[src/rtbd_pkg.sv]
// Shared types, constants and tables for the radar track burst decoder.
package rtbd_pkg;

    localparam int WORD_W       = 16;
    localparam int KIND_W       = 3;
    localparam int REC_CNT_W    = 8;
    localparam int MAX_RECORDS_DEFAULT = 200;
    localparam int QUEUE_DEPTH  = 4;
    localparam int CORDIC_STEPS = 22;

    localparam logic [KIND_W-1:0] KIND_ACTIVE   = 3'd0;
    localparam logic [KIND_W-1:0] KIND_CANCEL   = 3'd1;
    localparam logic [KIND_W-1:0] KIND_NO_TN    = 3'd2;
    localparam logic [KIND_W-1:0] KIND_BAD_HDR  = 3'd3;
    localparam logic [KIND_W-1:0] KIND_PLOT     = 3'd4;
    localparam logic [KIND_W-1:0] KIND_END_OK   = 3'd5;
    localparam logic [KIND_W-1:0] KIND_LEN_BAD  = 3'd6;

    localparam logic [WORD_W-1:0] HDR_START  = 16'hFFF4;
    localparam logic [WORD_W-1:0] HDR_CAT1   = 16'hE000;
    localparam logic [WORD_W-1:0] HDR_CAT2   = 16'h0642;
    localparam logic [WORD_W-1:0] HDR_PLOT   = 16'h046D;
    localparam logic [WORD_W-1:0] HDR_PRI1_A = 16'h8EC8;
    localparam logic [WORD_W-1:0] HDR_PRI1_B = 16'h8CC8;
    localparam logic [WORD_W-1:0] HDR_PRI2   = 16'h8640;

    localparam logic [5:0] SYM_CLUTTER = 6'o44;
    localparam logic [5:0] SYM_PRIMARY = 6'o46;

    // One unit of work handed from the parser to the record engine.
    typedef struct packed {
        logic              rec;
        logic              stat;
        logic [KIND_W-1:0] stat_kind;
        logic [WORD_W-1:0] w1;
        logic [WORD_W-1:0] w2;
        logic [WORD_W-1:0] w3;
        logic [WORD_W-1:0] w4;
        logic [WORD_W-1:0] w5;
        logic [WORD_W-1:0] w6;
        logic [WORD_W-1:0] w7;
    } job_t;

    // Arctangent of 2^-i in 1/2^24 turn.
    function automatic logic [21:0] atan_entry(input logic [4:0] idx);
        logic [21:0] v;
        case (idx)
            5'd0:    v = 22'd2097152;
            5'd1:    v = 22'd1238021;
            5'd2:    v = 22'd654136;
            5'd3:    v = 22'd332050;
            5'd4:    v = 22'd166669;
            5'd5:    v = 22'd83416;
            5'd6:    v = 22'd41718;
            5'd7:    v = 22'd20860;
            5'd8:    v = 22'd10430;
            5'd9:    v = 22'd5215;
            5'd10:   v = 22'd2608;
            5'd11:   v = 22'd1304;
            5'd12:   v = 22'd652;
            5'd13:   v = 22'd326;
            5'd14:   v = 22'd163;
            5'd15:   v = 22'd81;
            5'd16:   v = 22'd41;
            5'd17:   v = 22'd20;
            5'd18:   v = 22'd10;
            5'd19:   v = 22'd5;
            5'd20:   v = 22'd3;
            5'd21:   v = 22'd1;
            default: v = 22'd0;
        endcase
        return v;
    endfunction

endpackage

[src/radar_track_burst_decoder.sv]
// Top level of the radar track burst decoder.
// Usage: words of a burst enter on data_word with end_of_message marking the
// last one, under in_valid and in_ready. Results leave on the output fields
// under out_valid and out_ready; run_end marks the last result of a word.
// A word is taken whenever the four-entry work queue has room, so input runs
// at one word per cycle until the queue fills. Header words and record words
// 0 to 6 give no work; a header error, the eighth word of a record or the
// final word of a burst that is not being discarded queue one item.
// A status-only item is taken and then goes straight to the result register.
// A record is taken, then the loop registers are loaded, the 22-step CORDIC
// heading loop runs, the result is rounded and the result register is loaded.
// The 15-digit square root and the X and Y scaling run beside the loop. A
// record that ends the burst then gives its end status after the record.
// The engine takes the next item only once it is back in idle, so it works on
// one record at a time, with the queue absorbing short runs.
// Reset returns the parser to waiting for a burst start word and empties the
// queue and output register. When the receiver stalls, the result register
// holds, the engine waits, the queue fills and in_ready drops.
module radar_track_burst_decoder #(
    parameter int MAX_RECORDS = rtbd_pkg::MAX_RECORDS_DEFAULT
) (
    input  logic                        clk,
    input  logic                        rst_n,
    input  logic                        in_valid,
    output logic                        in_ready,
    input  logic [rtbd_pkg::WORD_W-1:0] data_word,
    input  logic                        end_of_message,
    output logic                        out_valid,
    input  logic                        out_ready,
    output logic [rtbd_pkg::KIND_W-1:0] kind,
    output logic [9:0]                  track_number,
    output logic signed [20:0]          x_metres,
    output logic signed [20:0]          y_metres,
    output logic [14:0]                 speed_sixteenths,
    output logic [15:0]                 heading_turns,
    output logic [14:0]                 height_metres,
    output logic                        height_valid,
    output logic                        target_class,
    output logic                        clutter_warning,
    output logic                        run_end
);
    import rtbd_pkg::*;

    logic fire, push, pop, full, empty;
    job_t front_job, q_job;

    assign in_ready = !full;
    assign fire     = in_valid && in_ready;

    rtbd_front #(.MAX_RECORDS(MAX_RECORDS)) u_front (
        .clk            (clk),
        .rst_n          (rst_n),
        .fire           (fire),
        .data_word      (data_word),
        .end_of_message (end_of_message),
        .push           (push),
        .job            (front_job)
    );

    rtbd_queue u_queue (
        .clk       (clk),
        .rst_n     (rst_n),
        .push      (push),
        .push_data (front_job),
        .pop       (pop),
        .pop_data  (q_job),
        .full      (full),
        .empty     (empty)
    );

    rtbd_back u_back (
        .clk              (clk),
        .rst_n            (rst_n),
        .q_empty          (empty),
        .q_data           (q_job),
        .pop              (pop),
        .out_valid        (out_valid),
        .out_ready        (out_ready),
        .kind             (kind),
        .track_number     (track_number),
        .x_metres         (x_metres),
        .y_metres         (y_metres),
        .speed_sixteenths (speed_sixteenths),
        .heading_turns    (heading_turns),
        .height_metres    (height_metres),
        .height_valid     (height_valid),
        .target_class     (target_class),
        .clutter_warning  (clutter_warning),
        .run_end          (run_end)
    );

endmodule

[src/rtbd_front.sv]
// Header checker and record splitter that turns words into work for the engine.
module rtbd_front #(
    parameter int MAX_RECORDS = rtbd_pkg::MAX_RECORDS_DEFAULT
) (
    input  logic                      clk,
    input  logic                      rst_n,
    input  logic                      fire,
    input  logic [rtbd_pkg::WORD_W-1:0] data_word,
    input  logic                      end_of_message,
    output logic                      push,
    output rtbd_pkg::job_t            job
);
    import rtbd_pkg::*;

    localparam logic [2:0] PH_START   = 3'd0;
    localparam logic [2:0] PH_CAT1    = 3'd1;
    localparam logic [2:0] PH_CAT2    = 3'd2;
    localparam logic [2:0] PH_PRI1    = 3'd3;
    localparam logic [2:0] PH_PRI2    = 3'd4;
    localparam logic [2:0] PH_RECORDS = 3'd5;
    localparam logic [2:0] PH_DISCARD = 3'd6;

    localparam logic [REC_CNT_W-1:0] REC_LIMIT = REC_CNT_W'(MAX_RECORDS);

    logic [2:0]           phase_reg, phase_next;
    logic [2:0]           slot_reg, slot_next;
    logic [REC_CNT_W-1:0] recs_reg, recs_next;
    logic [WORD_W-1:0]    left_reg, left_next;
    logic [WORD_W-1:0]    words_reg [1:6];
    logic                 wr_en;

    always_comb
    begin
        phase_next    = phase_reg;
        slot_next     = slot_reg;
        recs_next     = recs_reg;
        left_next     = left_reg;
        wr_en         = 1'b0;
        job.rec       = 1'b0;
        job.stat      = 1'b0;
        job.stat_kind = KIND_BAD_HDR;
        job.w1        = words_reg[1];
        job.w2        = words_reg[2];
        job.w3        = words_reg[3];
        job.w4        = words_reg[4];
        job.w5        = words_reg[5];
        job.w6        = words_reg[6];
        job.w7        = data_word;

        case (phase_reg)
            PH_START:
            begin
                if (data_word == HDR_START)
                begin
                    phase_next = PH_CAT1;
                    slot_next  = 3'd0;
                    recs_next  = '0;
                    left_next  = '0;
                end
                else
                begin
                    job.stat   = 1'b1;
                    phase_next = PH_DISCARD;
                end
            end
            PH_CAT1:
            begin
                if (data_word == HDR_CAT1)
                    phase_next = PH_CAT2;
                else
                begin
                    job.stat   = 1'b1;
                    phase_next = PH_DISCARD;
                end
            end
            PH_CAT2:
            begin
                if (data_word == HDR_CAT2)
                    phase_next = PH_PRI1;
                else
                begin
                    job.stat      = 1'b1;
                    job.stat_kind = (data_word == HDR_PLOT) ? KIND_PLOT : KIND_BAD_HDR;
                    phase_next    = PH_DISCARD;
                end
            end
            PH_PRI1:
            begin
                if (data_word == HDR_PRI1_A || data_word == HDR_PRI1_B)
                    phase_next = PH_PRI2;
                else
                begin
                    job.stat   = 1'b1;
                    phase_next = PH_DISCARD;
                end
            end
            PH_PRI2:
            begin
                if (data_word == HDR_PRI2)
                begin
                    phase_next = PH_RECORDS;
                    slot_next  = 3'd0;
                end
                else
                begin
                    job.stat   = 1'b1;
                    phase_next = PH_DISCARD;
                end
            end
            PH_RECORDS:
            begin
                if (recs_reg >= REC_LIMIT)
                begin
                    if (left_reg != {WORD_W{1'b1}})
                        left_next = left_reg + 1'b1;
                end
                else if (slot_reg == 3'd7)
                begin
                    job.rec   = 1'b1;
                    slot_next = 3'd0;
                    recs_next = recs_reg + 1'b1;
                end
                else
                begin
                    wr_en     = 1'b1;
                    slot_next = slot_reg + 1'b1;
                end
            end
            PH_DISCARD:
            begin
                phase_next = PH_DISCARD;
            end
            default:
            begin
                phase_next = PH_DISCARD;
            end
        endcase

        if (end_of_message)
        begin
            if (phase_next inside {[PH_CAT1:PH_PRI2]})
            begin
                job.stat      = 1'b1;
                job.stat_kind = KIND_BAD_HDR;
            end
            else if (phase_next == PH_RECORDS)
            begin
                job.stat      = 1'b1;
                job.stat_kind = (left_next != '0 || slot_next != 3'd0 || recs_next == '0)
                              ? KIND_LEN_BAD : KIND_END_OK;
            end
            phase_next = PH_START;
            slot_next  = 3'd0;
        end
    end

    assign push = fire && (job.rec || job.stat);

    always_ff @(posedge clk or negedge rst_n)
    begin
        if (!rst_n)
        begin
            phase_reg <= PH_START;
            slot_reg  <= 3'd0;
            recs_reg  <= '0;
            left_reg  <= '0;
        end
        else if (fire)
        begin
            phase_reg <= phase_next;
            slot_reg  <= slot_next;
            recs_reg  <= recs_next;
            left_reg  <= left_next;
        end
    end

    // Word 0 of a record is never used, so only slots 1 to 6 are kept.
    always_ff @(posedge clk)
    begin
        if (fire && wr_en && slot_reg != 3'd0)
            words_reg[slot_reg] <= data_word;
    end

endmodule

[src/rtbd_queue.sv]
// Short work queue between the parser and the record engine.
module rtbd_queue (
    input  logic           clk,
    input  logic           rst_n,
    input  logic           push,
    input  rtbd_pkg::job_t push_data,
    input  logic           pop,
    output rtbd_pkg::job_t pop_data,
    output logic           full,
    output logic           empty
);
    import rtbd_pkg::*;

    localparam int PTR_W = $clog2(QUEUE_DEPTH);

    job_t             mem_reg [QUEUE_DEPTH];
    logic [PTR_W-1:0] wr_reg, rd_reg;
    logic [PTR_W:0]   count_reg;

    assign full     = (count_reg == (PTR_W+1)'(QUEUE_DEPTH));
    assign empty    = (count_reg == '0);
    assign pop_data = mem_reg[rd_reg];

    always_ff @(posedge clk or negedge rst_n)
    begin
        if (!rst_n)
        begin
            wr_reg    <= '0;
            rd_reg    <= '0;
            count_reg <= '0;
        end
        else
        begin
            if (push)
                wr_reg <= wr_reg + 1'b1;
            if (pop)
                rd_reg <= rd_reg + 1'b1;
            if (push && !pop)
                count_reg <= count_reg + 1'b1;
            else if (pop && !push)
                count_reg <= count_reg - 1'b1;
        end
    end

    always_ff @(posedge clk)
    begin
        if (push)
            mem_reg[wr_reg] <= push_data;
    end

`ifndef SYNTHESIS
    a_no_push_full: assert property (@(posedge clk) disable iff (!rst_n) push |-> !full)
        else $error("queue written while full");
    a_no_pop_empty: assert property (@(posedge clk) disable iff (!rst_n) pop |-> !empty)
        else $error("queue read while empty");
    a_count_range: assert property (@(posedge clk) disable iff (!rst_n)
        count_reg <= (PTR_W+1)'(QUEUE_DEPTH))
        else $error("queue count out of range");
`endif

endmodule

[src/rtbd_back.sv]
// Record engine: scaling, CORDIC heading, square-root speed and the result register.
module rtbd_back (
    input  logic                        clk,
    input  logic                        rst_n,
    input  logic                        q_empty,
    input  rtbd_pkg::job_t              q_data,
    output logic                        pop,
    output logic                        out_valid,
    input  logic                        out_ready,
    output logic [rtbd_pkg::KIND_W-1:0] kind,
    output logic [9:0]                  track_number,
    output logic signed [20:0]          x_metres,
    output logic signed [20:0]          y_metres,
    output logic [14:0]                 speed_sixteenths,
    output logic [15:0]                 heading_turns,
    output logic [14:0]                 height_metres,
    output logic                        height_valid,
    output logic                        target_class,
    output logic                        clutter_warning,
    output logic                        run_end
);
    import rtbd_pkg::*;

    localparam logic [2:0] S_IDLE    = 3'd0;
    localparam logic [2:0] S_SETUP   = 3'd1;
    localparam logic [2:0] S_RUN     = 3'd2;
    localparam logic [2:0] S_FIN     = 3'd3;
    localparam logic [2:0] S_OUT_REC = 3'd4;
    localparam logic [2:0] S_STAT    = 3'd5;

    localparam logic [4:0]  LAST_STEP = 5'(CORDIC_STEPS - 1);
    localparam logic [23:0] RECIP5    = 24'd13421773;

    logic [2:0]          state_reg;
    logic [4:0]          cnt_reg;
    job_t                job_reg;

    logic signed [31:0]  cx_reg, cy_reg;
    logic signed [25:0]  z_reg;
    logic [14:0]         sq_reg;
    logic [29:0]         rem_reg, root_reg, bit_reg;
    logic [26:0]         p_reg;
    logic [23:0]         mu_reg;
    logic [2:0]          r8_reg;
    logic [47:0]         prod_reg;
    logic signed [20:0]  x_reg, y_reg;
    logic [14:0]         speed_reg;
    logic [15:0]         hd_reg;
    logic                out_valid_reg;
    logic                out_free;

    // Sign-magnitude velocities and their magnitudes.
    logic signed [7:0]   xv, yv;
    logic [6:0]          ax, ay;
    assign ax = job_reg.w5[7:1];
    assign ay = job_reg.w4[7:1];
    assign xv = job_reg.w5[15] ? -$signed({1'b0, ax}) : $signed({1'b0, ax});
    assign yv = job_reg.w4[15] ? -$signed({1'b0, ay}) : $signed({1'b0, ay});

    assign out_free = !out_valid_reg || out_ready;
    assign pop      = (state_reg == S_IDLE) && !q_empty;
    assign out_valid = out_valid_reg;

    // Scaling by 28.575 is done on a biased positive value: divide by 8 by
    // shifting, then by 5 with a reciprocal multiply.
    logic [WORD_W-1:0]  scale_src;
    logic signed [27:0] scale_sum;
    assign scale_src = (cnt_reg == 5'd0) ? job_reg.w3 : job_reg.w2;
    assign scale_sum = 28'(signed'(scale_src)) * 28'sd1143 + 28'sd40000000;

    logic [21:0]        q5;
    logic [23:0]        r5_full;
    logic [5:0]         rmd;
    logic [21:0]        q_rnd;
    logic [21:0]        coord_full;
    assign q5      = prod_reg[47:26];
    assign r5_full = mu_reg - 24'(q5) * 24'd5;
    assign rmd     = {r5_full[2:0], r8_reg};
    assign q_rnd   = q5 + 22'((rmd > 6'd20 || (rmd == 6'd20 && q5[0])) ? 1 : 0);
    assign coord_full = q_rnd - 22'd1000000;

    // One CORDIC vectoring step.
    logic signed [31:0] dx, dy;
    logic signed [25:0] atan_v;
    assign dx     = cy_reg >>> cnt_reg;
    assign dy     = cx_reg >>> cnt_reg;
    assign atan_v = $signed({4'b0, atan_entry(cnt_reg)});

    // One digit of the square root.
    logic [29:0] trial;
    assign trial = root_reg + bit_reg;

    // Heading from the quadrant and the first-quadrant angle.
    logic [25:0] z_pos;
    logic [17:0] z_rnd;
    logic [16:0] quad;
    logic [16:0] angle;
    assign z_pos = z_reg[25] ? 26'd0 : z_reg;
    assign z_rnd = 18'((z_pos + 26'd128) >> 8);
    assign quad  = (z_rnd > 18'd16384) ? 17'd16384 : z_rnd[16:0];

    always_comb
    begin
        if (yv == 8'sd0)
            angle = (xv < 8'sd0) ? 17'd32768 : 17'd0;
        else if (xv == 8'sd0)
            angle = (yv > 8'sd0) ? 17'd16384 : 17'd49152;
        else if (xv > 8'sd0 && yv > 8'sd0)
            angle = quad;
        else if (xv < 8'sd0 && yv > 8'sd0)
            angle = 17'd32768 - quad;
        else if (xv < 8'sd0)
            angle = 17'd32768 + quad;
        else
            angle = 17'd65536 - quad;
    end

    // Record fields that come straight from the stored words.
    logic [4:0]  c1, c2, c3, c4, c5;
    logic        tn_ok, h_ok, active, rec_full;
    logic [9:0]  tn;
    logic [6:0]  hn;
    logic [35:0] h_prod;
    logic [5:0]  sym;
    assign c3     = job_reg.w6[15:11];
    assign c4     = job_reg.w6[10:6];
    assign c5     = job_reg.w6[5:1];
    assign c1     = job_reg.w7[15:11];
    assign c2     = job_reg.w7[10:6];
    assign tn_ok  = c3 < 5'd10 && c4 < 5'd10 && c5 < 5'd10;
    assign h_ok   = c1 < 5'd10 && c2 < 5'd10;
    assign tn     = 10'(c3) * 10'd100 + 10'(c4) * 10'd10 + 10'(c5);
    assign hn     = 7'(c1) * 7'd10 + 7'(c2);
    assign h_prod = 36'(hn) * 36'd319607184 + 36'd419432;
    assign sym    = job_reg.w1[7:2];
    assign active = job_reg.w1[15];
    // Only an active record with a valid track number carries the full set of fields.
    assign rec_full = active && tn_ok;

    always_ff @(posedge clk or negedge rst_n)
    begin
        if (!rst_n)
        begin
            state_reg     <= S_IDLE;
            cnt_reg       <= '0;
            out_valid_reg <= 1'b0;
        end
        else
        begin
            if ((state_reg == S_OUT_REC || state_reg == S_STAT) && out_free)
                out_valid_reg <= 1'b1;
            else if (out_ready)
                out_valid_reg <= 1'b0;
            case (state_reg)
                S_IDLE:
                begin
                    if (!q_empty)
                        state_reg <= q_data.rec ? S_SETUP : S_STAT;
                end
                S_SETUP:
                begin
                    cnt_reg   <= '0;
                    state_reg <= S_RUN;
                end
                S_RUN:
                begin
                    cnt_reg <= cnt_reg + 1'b1;
                    if (cnt_reg == LAST_STEP)
                        state_reg <= S_FIN;
                end
                S_FIN:
                begin
                    state_reg <= S_OUT_REC;
                end
                S_OUT_REC:
                begin
                    if (out_free)
                        state_reg <= job_reg.stat ? S_STAT : S_IDLE;
                end
                S_STAT:
                begin
                    if (out_free)
                        state_reg <= S_IDLE;
                end
                default:
                begin
                    state_reg <= S_IDLE;
                end
            endcase
        end
    end

    always_ff @(posedge clk)
    begin
        if (pop)
            job_reg <= q_data;

        if (state_reg == S_SETUP)
        begin
            cx_reg <= $signed({25'b0, ax}) <<< 20;
            cy_reg <= $signed({25'b0, ay}) <<< 20;
            z_reg  <= '0;
            sq_reg <= 15'(ax) * 15'(ax) + 15'(ay) * 15'(ay);
        end

        if (state_reg == S_RUN)
        begin
            if (cy_reg > 32'sd0)
            begin
                cx_reg <= cx_reg + dx;
                cy_reg <= cy_reg - dy;
                z_reg  <= z_reg + atan_v;
            end
            else
            begin
                cx_reg <= cx_reg - dx;
                cy_reg <= cy_reg + dy;
                z_reg  <= z_reg - atan_v;
            end

            if (cnt_reg == 5'd0)
            begin
                rem_reg  <= 30'(sq_reg) * 30'd10816;
                root_reg <= '0;
                bit_reg  <= 30'd1 << 28;
            end
            else if (cnt_reg <= 5'd15)
            begin
                if (rem_reg >= trial)
                begin
                    rem_reg  <= rem_reg - trial;
                    root_reg <= (root_reg >> 1) + bit_reg;
                end
                else
                    root_reg <= root_reg >> 1;
                bit_reg <= bit_reg >> 2;
            end

            // X enters at the first step and Y at the second.
            p_reg    <= scale_sum[26:0];
            mu_reg   <= p_reg[26:3];
            r8_reg   <= p_reg[2:0];
            prod_reg <= 48'(p_reg[26:3]) * 48'(RECIP5);
            if (cnt_reg == 5'd2)
                x_reg <= coord_full[20:0];
            if (cnt_reg == 5'd3)
                y_reg <= coord_full[20:0];
        end

        if (state_reg == S_FIN)
        begin
            speed_reg <= root_reg[14:0] + 15'((rem_reg > root_reg) ? 1 : 0);
            hd_reg    <= 16'd16384 - angle[15:0];
        end

        if (state_reg == S_OUT_REC && out_free)
        begin
            kind             <= active ? (tn_ok ? KIND_ACTIVE : KIND_NO_TN) : KIND_CANCEL;
            track_number     <= tn_ok ? tn : 10'd0;
            x_metres         <= rec_full ? x_reg : 21'sd0;
            y_metres         <= rec_full ? y_reg : 21'sd0;
            speed_sixteenths <= rec_full ? speed_reg : 15'd0;
            heading_turns    <= rec_full ? hd_reg : 16'd0;
            height_metres    <= (rec_full && h_ok) ? h_prod[34:20] : 15'd0;
            height_valid     <= rec_full && h_ok;
            target_class     <= rec_full && (sym == SYM_CLUTTER || sym == SYM_PRIMARY);
            clutter_warning  <= rec_full && (sym == SYM_CLUTTER);
            run_end          <= !job_reg.stat;
        end
        else if (state_reg == S_STAT && out_free)
        begin
            kind             <= job_reg.stat_kind;
            track_number     <= '0;
            x_metres         <= '0;
            y_metres         <= '0;
            speed_sixteenths <= '0;
            heading_turns    <= '0;
            height_metres    <= '0;
            height_valid     <= 1'b0;
            target_class     <= 1'b0;
            clutter_warning  <= 1'b0;
            run_end          <= 1'b1;
        end
    end

`ifndef SYNTHESIS
    a_stat_has_job: assert property (@(posedge clk) disable iff (!rst_n)
        (state_reg == S_STAT) |-> job_reg.stat)
        else $error("status result without a status in the item");
    a_step_range: assert property (@(posedge clk) disable iff (!rst_n)
        (state_reg == S_RUN) |-> (cnt_reg <= LAST_STEP))
        else $error("iteration count out of range");
    a_hold_result: assert property (@(posedge clk) disable iff (!rst_n)
        (out_valid_reg && !out_ready) |=> out_valid_reg)
        else $error("result dropped before it was taken");
`endif

endmodule

[config.mk]
export PLATFORM = sky130hd
export DESIGN_NAME = radar_track_burst_decoder
export DESIGN_NICKNAME = d
export VERILOG_FILES = /design/src/rtbd_pkg.sv /design/src/radar_track_burst_decoder.sv /design/src/rtbd_front.sv /design/src/rtbd_queue.sv /design/src/rtbd_back.sv
export SDC_FILE = /design/constraint.sdc
export NUM_CORES = 2
export LEC_CHECK = 0
export ABC_AREA = 0
export CAP_MARGIN = 20
export CELL_PAD_IN_SITES_DETAIL_PLACEMENT = 1
export CELL_PAD_IN_SITES_GLOBAL_PLACEMENT = 1
export CORE_ASPECT_RATIO = 0.9
export CORE_MARGIN = 5
export CORE_UTILIZATION = 54
export CTS_BUF_LIST = sky130_fd_sc_hd__clkbuf_16
export CTS_CLUSTER_SIZE = 20
export DETAILED_ROUTE_END_ITERATION = 7
export DONT_BUFFER_PORTS = 1
export GPL_TIMING_DRIVEN = 0
export PLACE_DENSITY = 0.81
export SLEW_MARGIN = 0
export SYNTH_ARGS = -nofsm -noshare
export SYNTH_HDL_FRONTEND = slang
export SYNTH_HIERARCHICAL = 1
export SYNTH_SLANG_ARGS = --single-unit
[constraint.sdc]
create_clock -name clk -period 12.9 [get_ports clk]
set_clock_uncertainty 0.2 [all_clocks]
set_input_delay 0.645 -clock clk [delete_from_list [all_inputs] [get_ports clk]]
set_output_delay 0.645 -clock clk [all_outputs]
set_load 0.02 [all_outputs]
Word level (Yosys, flattened, before mapping)
Memory sizes are Yosys's and may differ from the RTL's.
Cells that the tools add are included.
{"block": "op_classes", "n_addsub": 34, "multipliers": 10, "magnitude_cmp": 17, "n_eq_ne": 31, "n_shift": 2, "n_mux": 110, "n_reduce_logical": 56}
{"cell": "two-way mux 16 bit", "count": 15}
{"cell": "two-way mux 32 bit", "count": 6}
{"cell": "two-way mux 30 bit", "count": 4}
{"cell": "two-way mux 21 bit", "count": 5}
{"cell": "== test 16 bit, second input constant", "count": 5}
{"cell": "two-way mux 26 bit", "count": 3}
{"cell": "two-way mux 15 bit", "count": 5}
{"cell": "two-way mux 3 bit", "count": 22}
{"cell": "adder 32 bit", "count": 2}
{"cell": ">>> shifter 32 x 5 -> 32 bit", "count": 2}
{"cell": "subtractor 32 bit", "count": 2}
{"cell": "two-way mux 29 bit", "count": 2}
{"cell": "multiplier 24 x 24 -> 48 bit, second input constant", "count": 1}
{"cell": "two-way mux 8 bit", "count": 5}
{"cell": "case mux 3 bit (6 select lines)", "count": 2}
{"cell": "adder 35 x 19 -> 35 bit, second input constant", "count": 1}
{"cell": "== test 16 x 11 -> 1 bit, second input constant", "count": 2}
{"cell": "greater-than comparator 32 x 1 -> 1 bit, second input constant", "count": 1}
{"cell": "case mux 16 bit (2 select lines)", "count": 1}
{"cell": "multiplier 7 x 25 -> 31 bit, second input constant", "count": 1}
{"cell": "adder 29 x 29 -> 30 bit", "count": 1}
{"cell": "adder 30 x 29 -> 30 bit", "count": 1}
{"cell": "greater-or-equal comparator 30 bit", "count": 1}
{"cell": "greater-than comparator 30 bit", "count": 1}
{"cell": "71 further kinds", "count": 169}
{"block": "word_totals", "ff_bits": 601, "mem_bits_rw": 564, "rom_bits": 704, "inputBits": 21, "output_inout_bits": 107, "wordCells": 309, "n_memories": 3}
{"memory": "(no name shown)", "depth": 32, "word_bits": 22, "read_ports": 1, "rd_clocked_by_memory_dff": 0, "wr": 0, "line_no": "rtbd_pkg.sv:47", "source": "case (idx)"}
{"memory": "u_queue.mem_reg", "depth": 4, "word_bits": 117, "read_ports": 1, "rd_clocked_by_memory_dff": 0, "wr": 1, "line_no": "rtbd_queue.sv:16", "source": "job_t mem_reg [QUEUE_DEPTH];"}
{"memory": "u_front.words_reg", "depth": 6, "word_bits": 16, "read_ports": 6, "rd_clocked_by_memory_dff": 0, "wr": 1, "line_no": "rtbd_front.sv:29", "source": "logic [WORD_W-1:0] words_reg [1:6];"}

Logic depth before layout (Yosys ltp)
{"block": "depth", "word_depth": 17, "depth_mapped": 35, "ltp_nobuf": 27}

Cells and area by module
Netlist, hierarchy kept.
{"module": "rtbd_back", "n_inst": 1, "cells_per_inst": 5425, "area_per_inst_um2": 54848.9, "seq_area_each_um2": 15119.5}
{"module": "rtbd_queue", "n_inst": 1, "cells_per_inst": 645, "area_per_inst_um2": 17371.7, "seq_area_each_um2": 14228.6}
{"module": "rtbd_front", "n_inst": 1, "cells_per_inst": 484, "area_per_inst_um2": 5759.3, "seq_area_each_um2": 3633.5}
{"module": "radar_track_burst_decoder", "n_inst": 1, "cells_per_inst": 2, "area_per_inst_um2": 10.0, "seq_area_each_um2": 0.0}

Worst setup path before layout
OpenSTA, ideal clock, no wires.
{"block": "synth_path", "path_type": "register -> register", "from": "register u_back.state_reg[0]", "to": "register u_queue.count_reg[1]", "setup_ns": 0.125, "t_arrival_ns": 10.331, "required_time_ns": 12.575, "slack_ns": 2.244, "path_stages_with_launch": 8, "n_path_buf": 1, "cell_sequence": "dfrtp_1 clkbuf_1 nor4_1 inv_1 ha_1 inv_1 fa_1 mux2_2"}
{"block": "synth_via", "elab_chain_cells": 5, "elab_cells_between_ends": 7, "cone_classes": "1 x mux; 6 x reduce/logical"}
{"element": "from (decl)", "line_no": "rtbd_back.sv:34", "source": "logic [2:0] state_reg;"}
{"element": "from (signal assigned)", "line_no": "rtbd_back.sv:158", "source": "state_reg <= q_data.rec ? S_SETUP : S_STAT;"}
{"element": "from (signal assigned)", "line_no": "rtbd_back.sv:178", "source": "state_reg <= job_reg.stat ? S_STAT : S_IDLE;"}
{"element": "logical NOT 3 bit (*)", "line_no": "rtbd_back.sv:61", "source": "assign pop = (state_reg == S_IDLE) && !q_empty;"}
{"element": "logical AND 1 bit (*)", "line_no": "rtbd_back.sv:61"}
{"element": "named net pop", "line_no": "radar_track_burst_decoder.sv:44", "source": "logic fire, push, pop, full, empty;"}
{"element": "logical NOT 1 bit", "line_no": "rtbd_queue.sv:38", "source": "if (push && !pop)"}
{"element": "logical AND 1 bit", "line_no": "rtbd_queue.sv:38"}
{"element": "two-way mux 3 bit / nonzero test 2 bit (equally long branches)"}
{"element": "to (signal assigned)", "line_no": "rtbd_queue.sv:39", "source": "count_reg <= count_reg + 1'b1;"}
{"element": "to (signal assigned)", "line_no": "rtbd_queue.sv:41", "source": "count_reg <= count_reg - 1'b1;"}
{"element": "to (decl)", "line_no": "rtbd_queue.sv:18", "source": "logic [PTR_W:0] count_reg;"}
Mark *: on every way through the listed nets, which the timed path passes. The rest lies on a longest branch.
A chain may end at the register's enable or synchronous reset.

Worst setup path in the final report
{"block": "layout_path", "from": "register u_back.cnt_reg[2]", "to": "register u_back.p_reg[25] (data pin)"}
{"block": "layout_via", "elab_chain_cells": 4}
{"element": "from (decl)", "line_no": "rtbd_back.sv:35", "source": "logic [4:0] cnt_reg;"}
{"element": "from (signal assigned)", "line_no": "rtbd_back.sv:167", "source": "cnt_reg <= cnt_reg + 1'b1;"}
{"element": "logical NOT 5 bit", "line_no": "rtbd_back.sv:68", "source": "assign scale_src = (cnt_reg == 5'd0) ? job_reg.w3 : job_reg.w2;"}
{"element": "two-way mux 16 bit", "line_no": "rtbd_back.sv:68"}
{"element": "multiplier 16 x 12 -> 27 bit", "line_no": "rtbd_back.sv:69", "source": "assign scale_sum = 28'(signed'(scale_src)) * 28'sd1143 + 28'sd40000000;"}
{"element": "adder 27 bit", "line_no": "rtbd_back.sv:69"}
{"element": "named net u_back.scale_sum[25]", "line_no": "rtbd_back.sv:67", "source": "logic signed [27:0] scale_sum;"}
{"element": "to (signal assigned)", "line_no": "rtbd_back.sv:240", "source": "p_reg <= scale_sum[26:0];"}
{"element": "to (decl)", "line_no": "rtbd_back.sv:42", "source": "logic [26:0] p_reg;"}
The timed path passes the listed nets, and every way through them passes these cells.

==> key figures <==
Status
  • Status: finished clean

STA
  • Unrepaired setup endpoints after global routing: no
  • Final number of max-transition violations: 0
  • Final WS setup: 1.38 ns
  • Hold Fails Final Rpt: 0
  • Final setup viols: 0
  • Max Fclk: 0.0868 GHz
  • Worst slew pin tran: 1.16 ns
  • Min Tclk post-route: 11.52 ns
  • Slew headroom: 0.204
  • Fin crit share: 0.893

Drt
  • Routed Antenna Nets: 0
  • Detailed Route Iter0 Violations: 4391
  • WL final: 230000 µm
  • WL/cell: 27.5 µm
  • Post-DR vias/cell: 6.34
  • Routed via count: 53000
  • DRC: 0
  • Pre-Repair DR Iteration Count: 6

Placed design
  • IO Port Bufs: 0
  • Pre-CTS setup slack: 1.53 ns
  • Cell total after placement: 8142
  • Placed wire-length estimate: 172000 µm
  • Post-place instance area: 75400 µm²
  • Final GP Congestion: 0.990

Clock tree
  • CTS buffer count: 100
  • Post-CTS Setup Repair Bufs: 0
  • Clock transition at path regs: 0.06 ns
  • CTS tree: yes
  • Clock root cell: clkbuf_16
  • Clock Tree Buf Depth: 3
  • TritonCTS sink count: 952
  • H-Tree Depth: 3
  • Insertion delay to the later sink of the worst-skew pair: 0.76 ns

Hold path
  • Hold Path Stages: 3
  • Min-Delay Endpoint: u_front/phase_reg[0]$_DFFE_PN0P_
  • HP Class: in2reg
  • HP Start: data_word[0]

Floorplanning
  • I/O Pins: 128
  • Die H: 358 µm
  • Die extent in x: 397 µm
  • # rows: 127
  • Starting Density: 0.544
  • Area of the die: 142000 µm²
  • Core Area: 133000 µm²

GRT
  • First-pass GRT wire length: 351000 µm
  • Grt ovf: 0
  • Vias in the first global route: 57200
  • Largest net degree at the start of global routing: 58
  • Total track usage: 0.323
  • Initial antenna violation count: 11

Setup path
  • Worst r2r path cells: 30
  • Setup crit end kind: register
  • Reg2reg setup slack: 1.38 ns
  • Worst path slowest cell: nor2_1
  • Arrival time worst endpoint: 11.74 ns
  • Crit-path max cell delay: 0.74 ns
  • Crit Path Class: reg2reg
  • Startpoint types: register
  • Worst endpoint required time: 13.12 ns
  • RR Endpoint: u_back/p_reg[25]$_DFFE_PP_
  • Reg2Reg Launch Point: u_back/cnt_reg[2]$_DFFE_PN0P_
  • Critical Path Fanout Max: 10
  • Buf/Inv on CP: 9
  • Critical path's most frequent cell: fa_1
  • Delay-heaviest family, CP: buffers and inverters

Flow run
  • MaxCap Viol Count: 0

Cells and area
  • Layout cells sized above 1: 0.0768
  • Final net count: 7714
  • Area Overhead vs Synth: 8.64%
  • Max FFs per register: 340
  • Fin area: 78900 µm²
  • Final Instance Count excl. Fillers: 8349

Logic synthesis
  • Synthesized net count: 7553
  • Average cell area after synthesis: 11.4 µm²
  • Syn. warnings: 6
  • Post-synthesis instance total: 6364
  • Post-Synthesis Cell Area: 72600 µm²
cell type report:
cell class,count,area [µm²]
antenna,3,7.51
inverter,773,2910
tap,1741,2180
buffer,213,1150
clock inverter,82,756
fill,13800,54600
sequential,952,28400
multi-input combinational,4426,40300
clock buffer,100,2500
timing repair buffer,59,753
repair_timing:
action	in CTS	in global routing
gates resized for setup	0	0
hold endpoints to repair	159	0
hold buffers	19	0
endpoints found under the setup margin	0	0
layer usage:
layer | routed length [µm] | up-vias | track usage
li1 | - | 23100 | -
met1 | 92500 | 27100 | 0.412
met2 | 112000 | 2196 | 0.554
met3 | 17200 | 516 | 0.0676
met4 | 8540 | 8 | 0.106
met5 | 46 | - | 0
worst reg2reg max path, delay by kind of cell, from the launching register on:
kind                     cells  cell delay [ns]
flip-flops                   1             0.47
XOR/XNOR                     1             0.14
AND/OR/NAND/NOR              5             1.98
AO/OA/AOI/OAI                9             2.21
buffers and inverters        9             3.42
adder cells (fa/ha/maj)      6             2.80
worst max-delay path by stage:
stage,from,endpoint,cells after the start
after floorplan,u_back/state_reg[0]$_DFFE_PN0P_,u_queue/count_reg[1]$_DFFE_PN0P_,7
after global placement,u_back/state_reg[1]$_DFFE_PN0P_,u_queue/count_reg[1]$_DFFE_PN0P_,7
after detailed placement,u_back/cnt_reg[2]$_DFFE_PN0P_,u_back/p_reg[25]$_DFFE_PP_,30
after CTS,u_back/cnt_reg[2]$_DFFE_PN0P_,u_back/p_reg[25]$_DFFE_PP_,30
after global routing,u_back/cnt_reg[2]$_DFFE_PN0P_,u_back/p_reg[25]$_DFFE_PP_,30
final,u_back/cnt_reg[2]$_DFFE_PN0P_,u_back/p_reg[25]$_DFFE_PP_,30
metrics by stage:
stage          TNS, ns  hold slack [ns]  utilization
6_report             0           0.0711        0.591
3_3_place_gp   -185.59            0.157        0.560
5_1_grt              0           0.0386        0.591
3_5_place_dp         0            0.163        0.565
4_1_cts              0           0.0170        0.591
2_1_floorplan        0            0.149            -
cells in the final DEF (no fill, tap or decap), drive strengths merged, types with 157 or more instances in the layout:
cell / n
nand2: 393
inv: 797
fa: 393
a21oi: 280
nor2: 378
edfxtp: 906
mux4: 157
o21ai: 250
ha: 775
xnor2: 272
clkbuf: 236
Power is left out: the tool's default activity adds up to more than one toggle a clock period on the data nets, which glitch-free logic cannot reach.
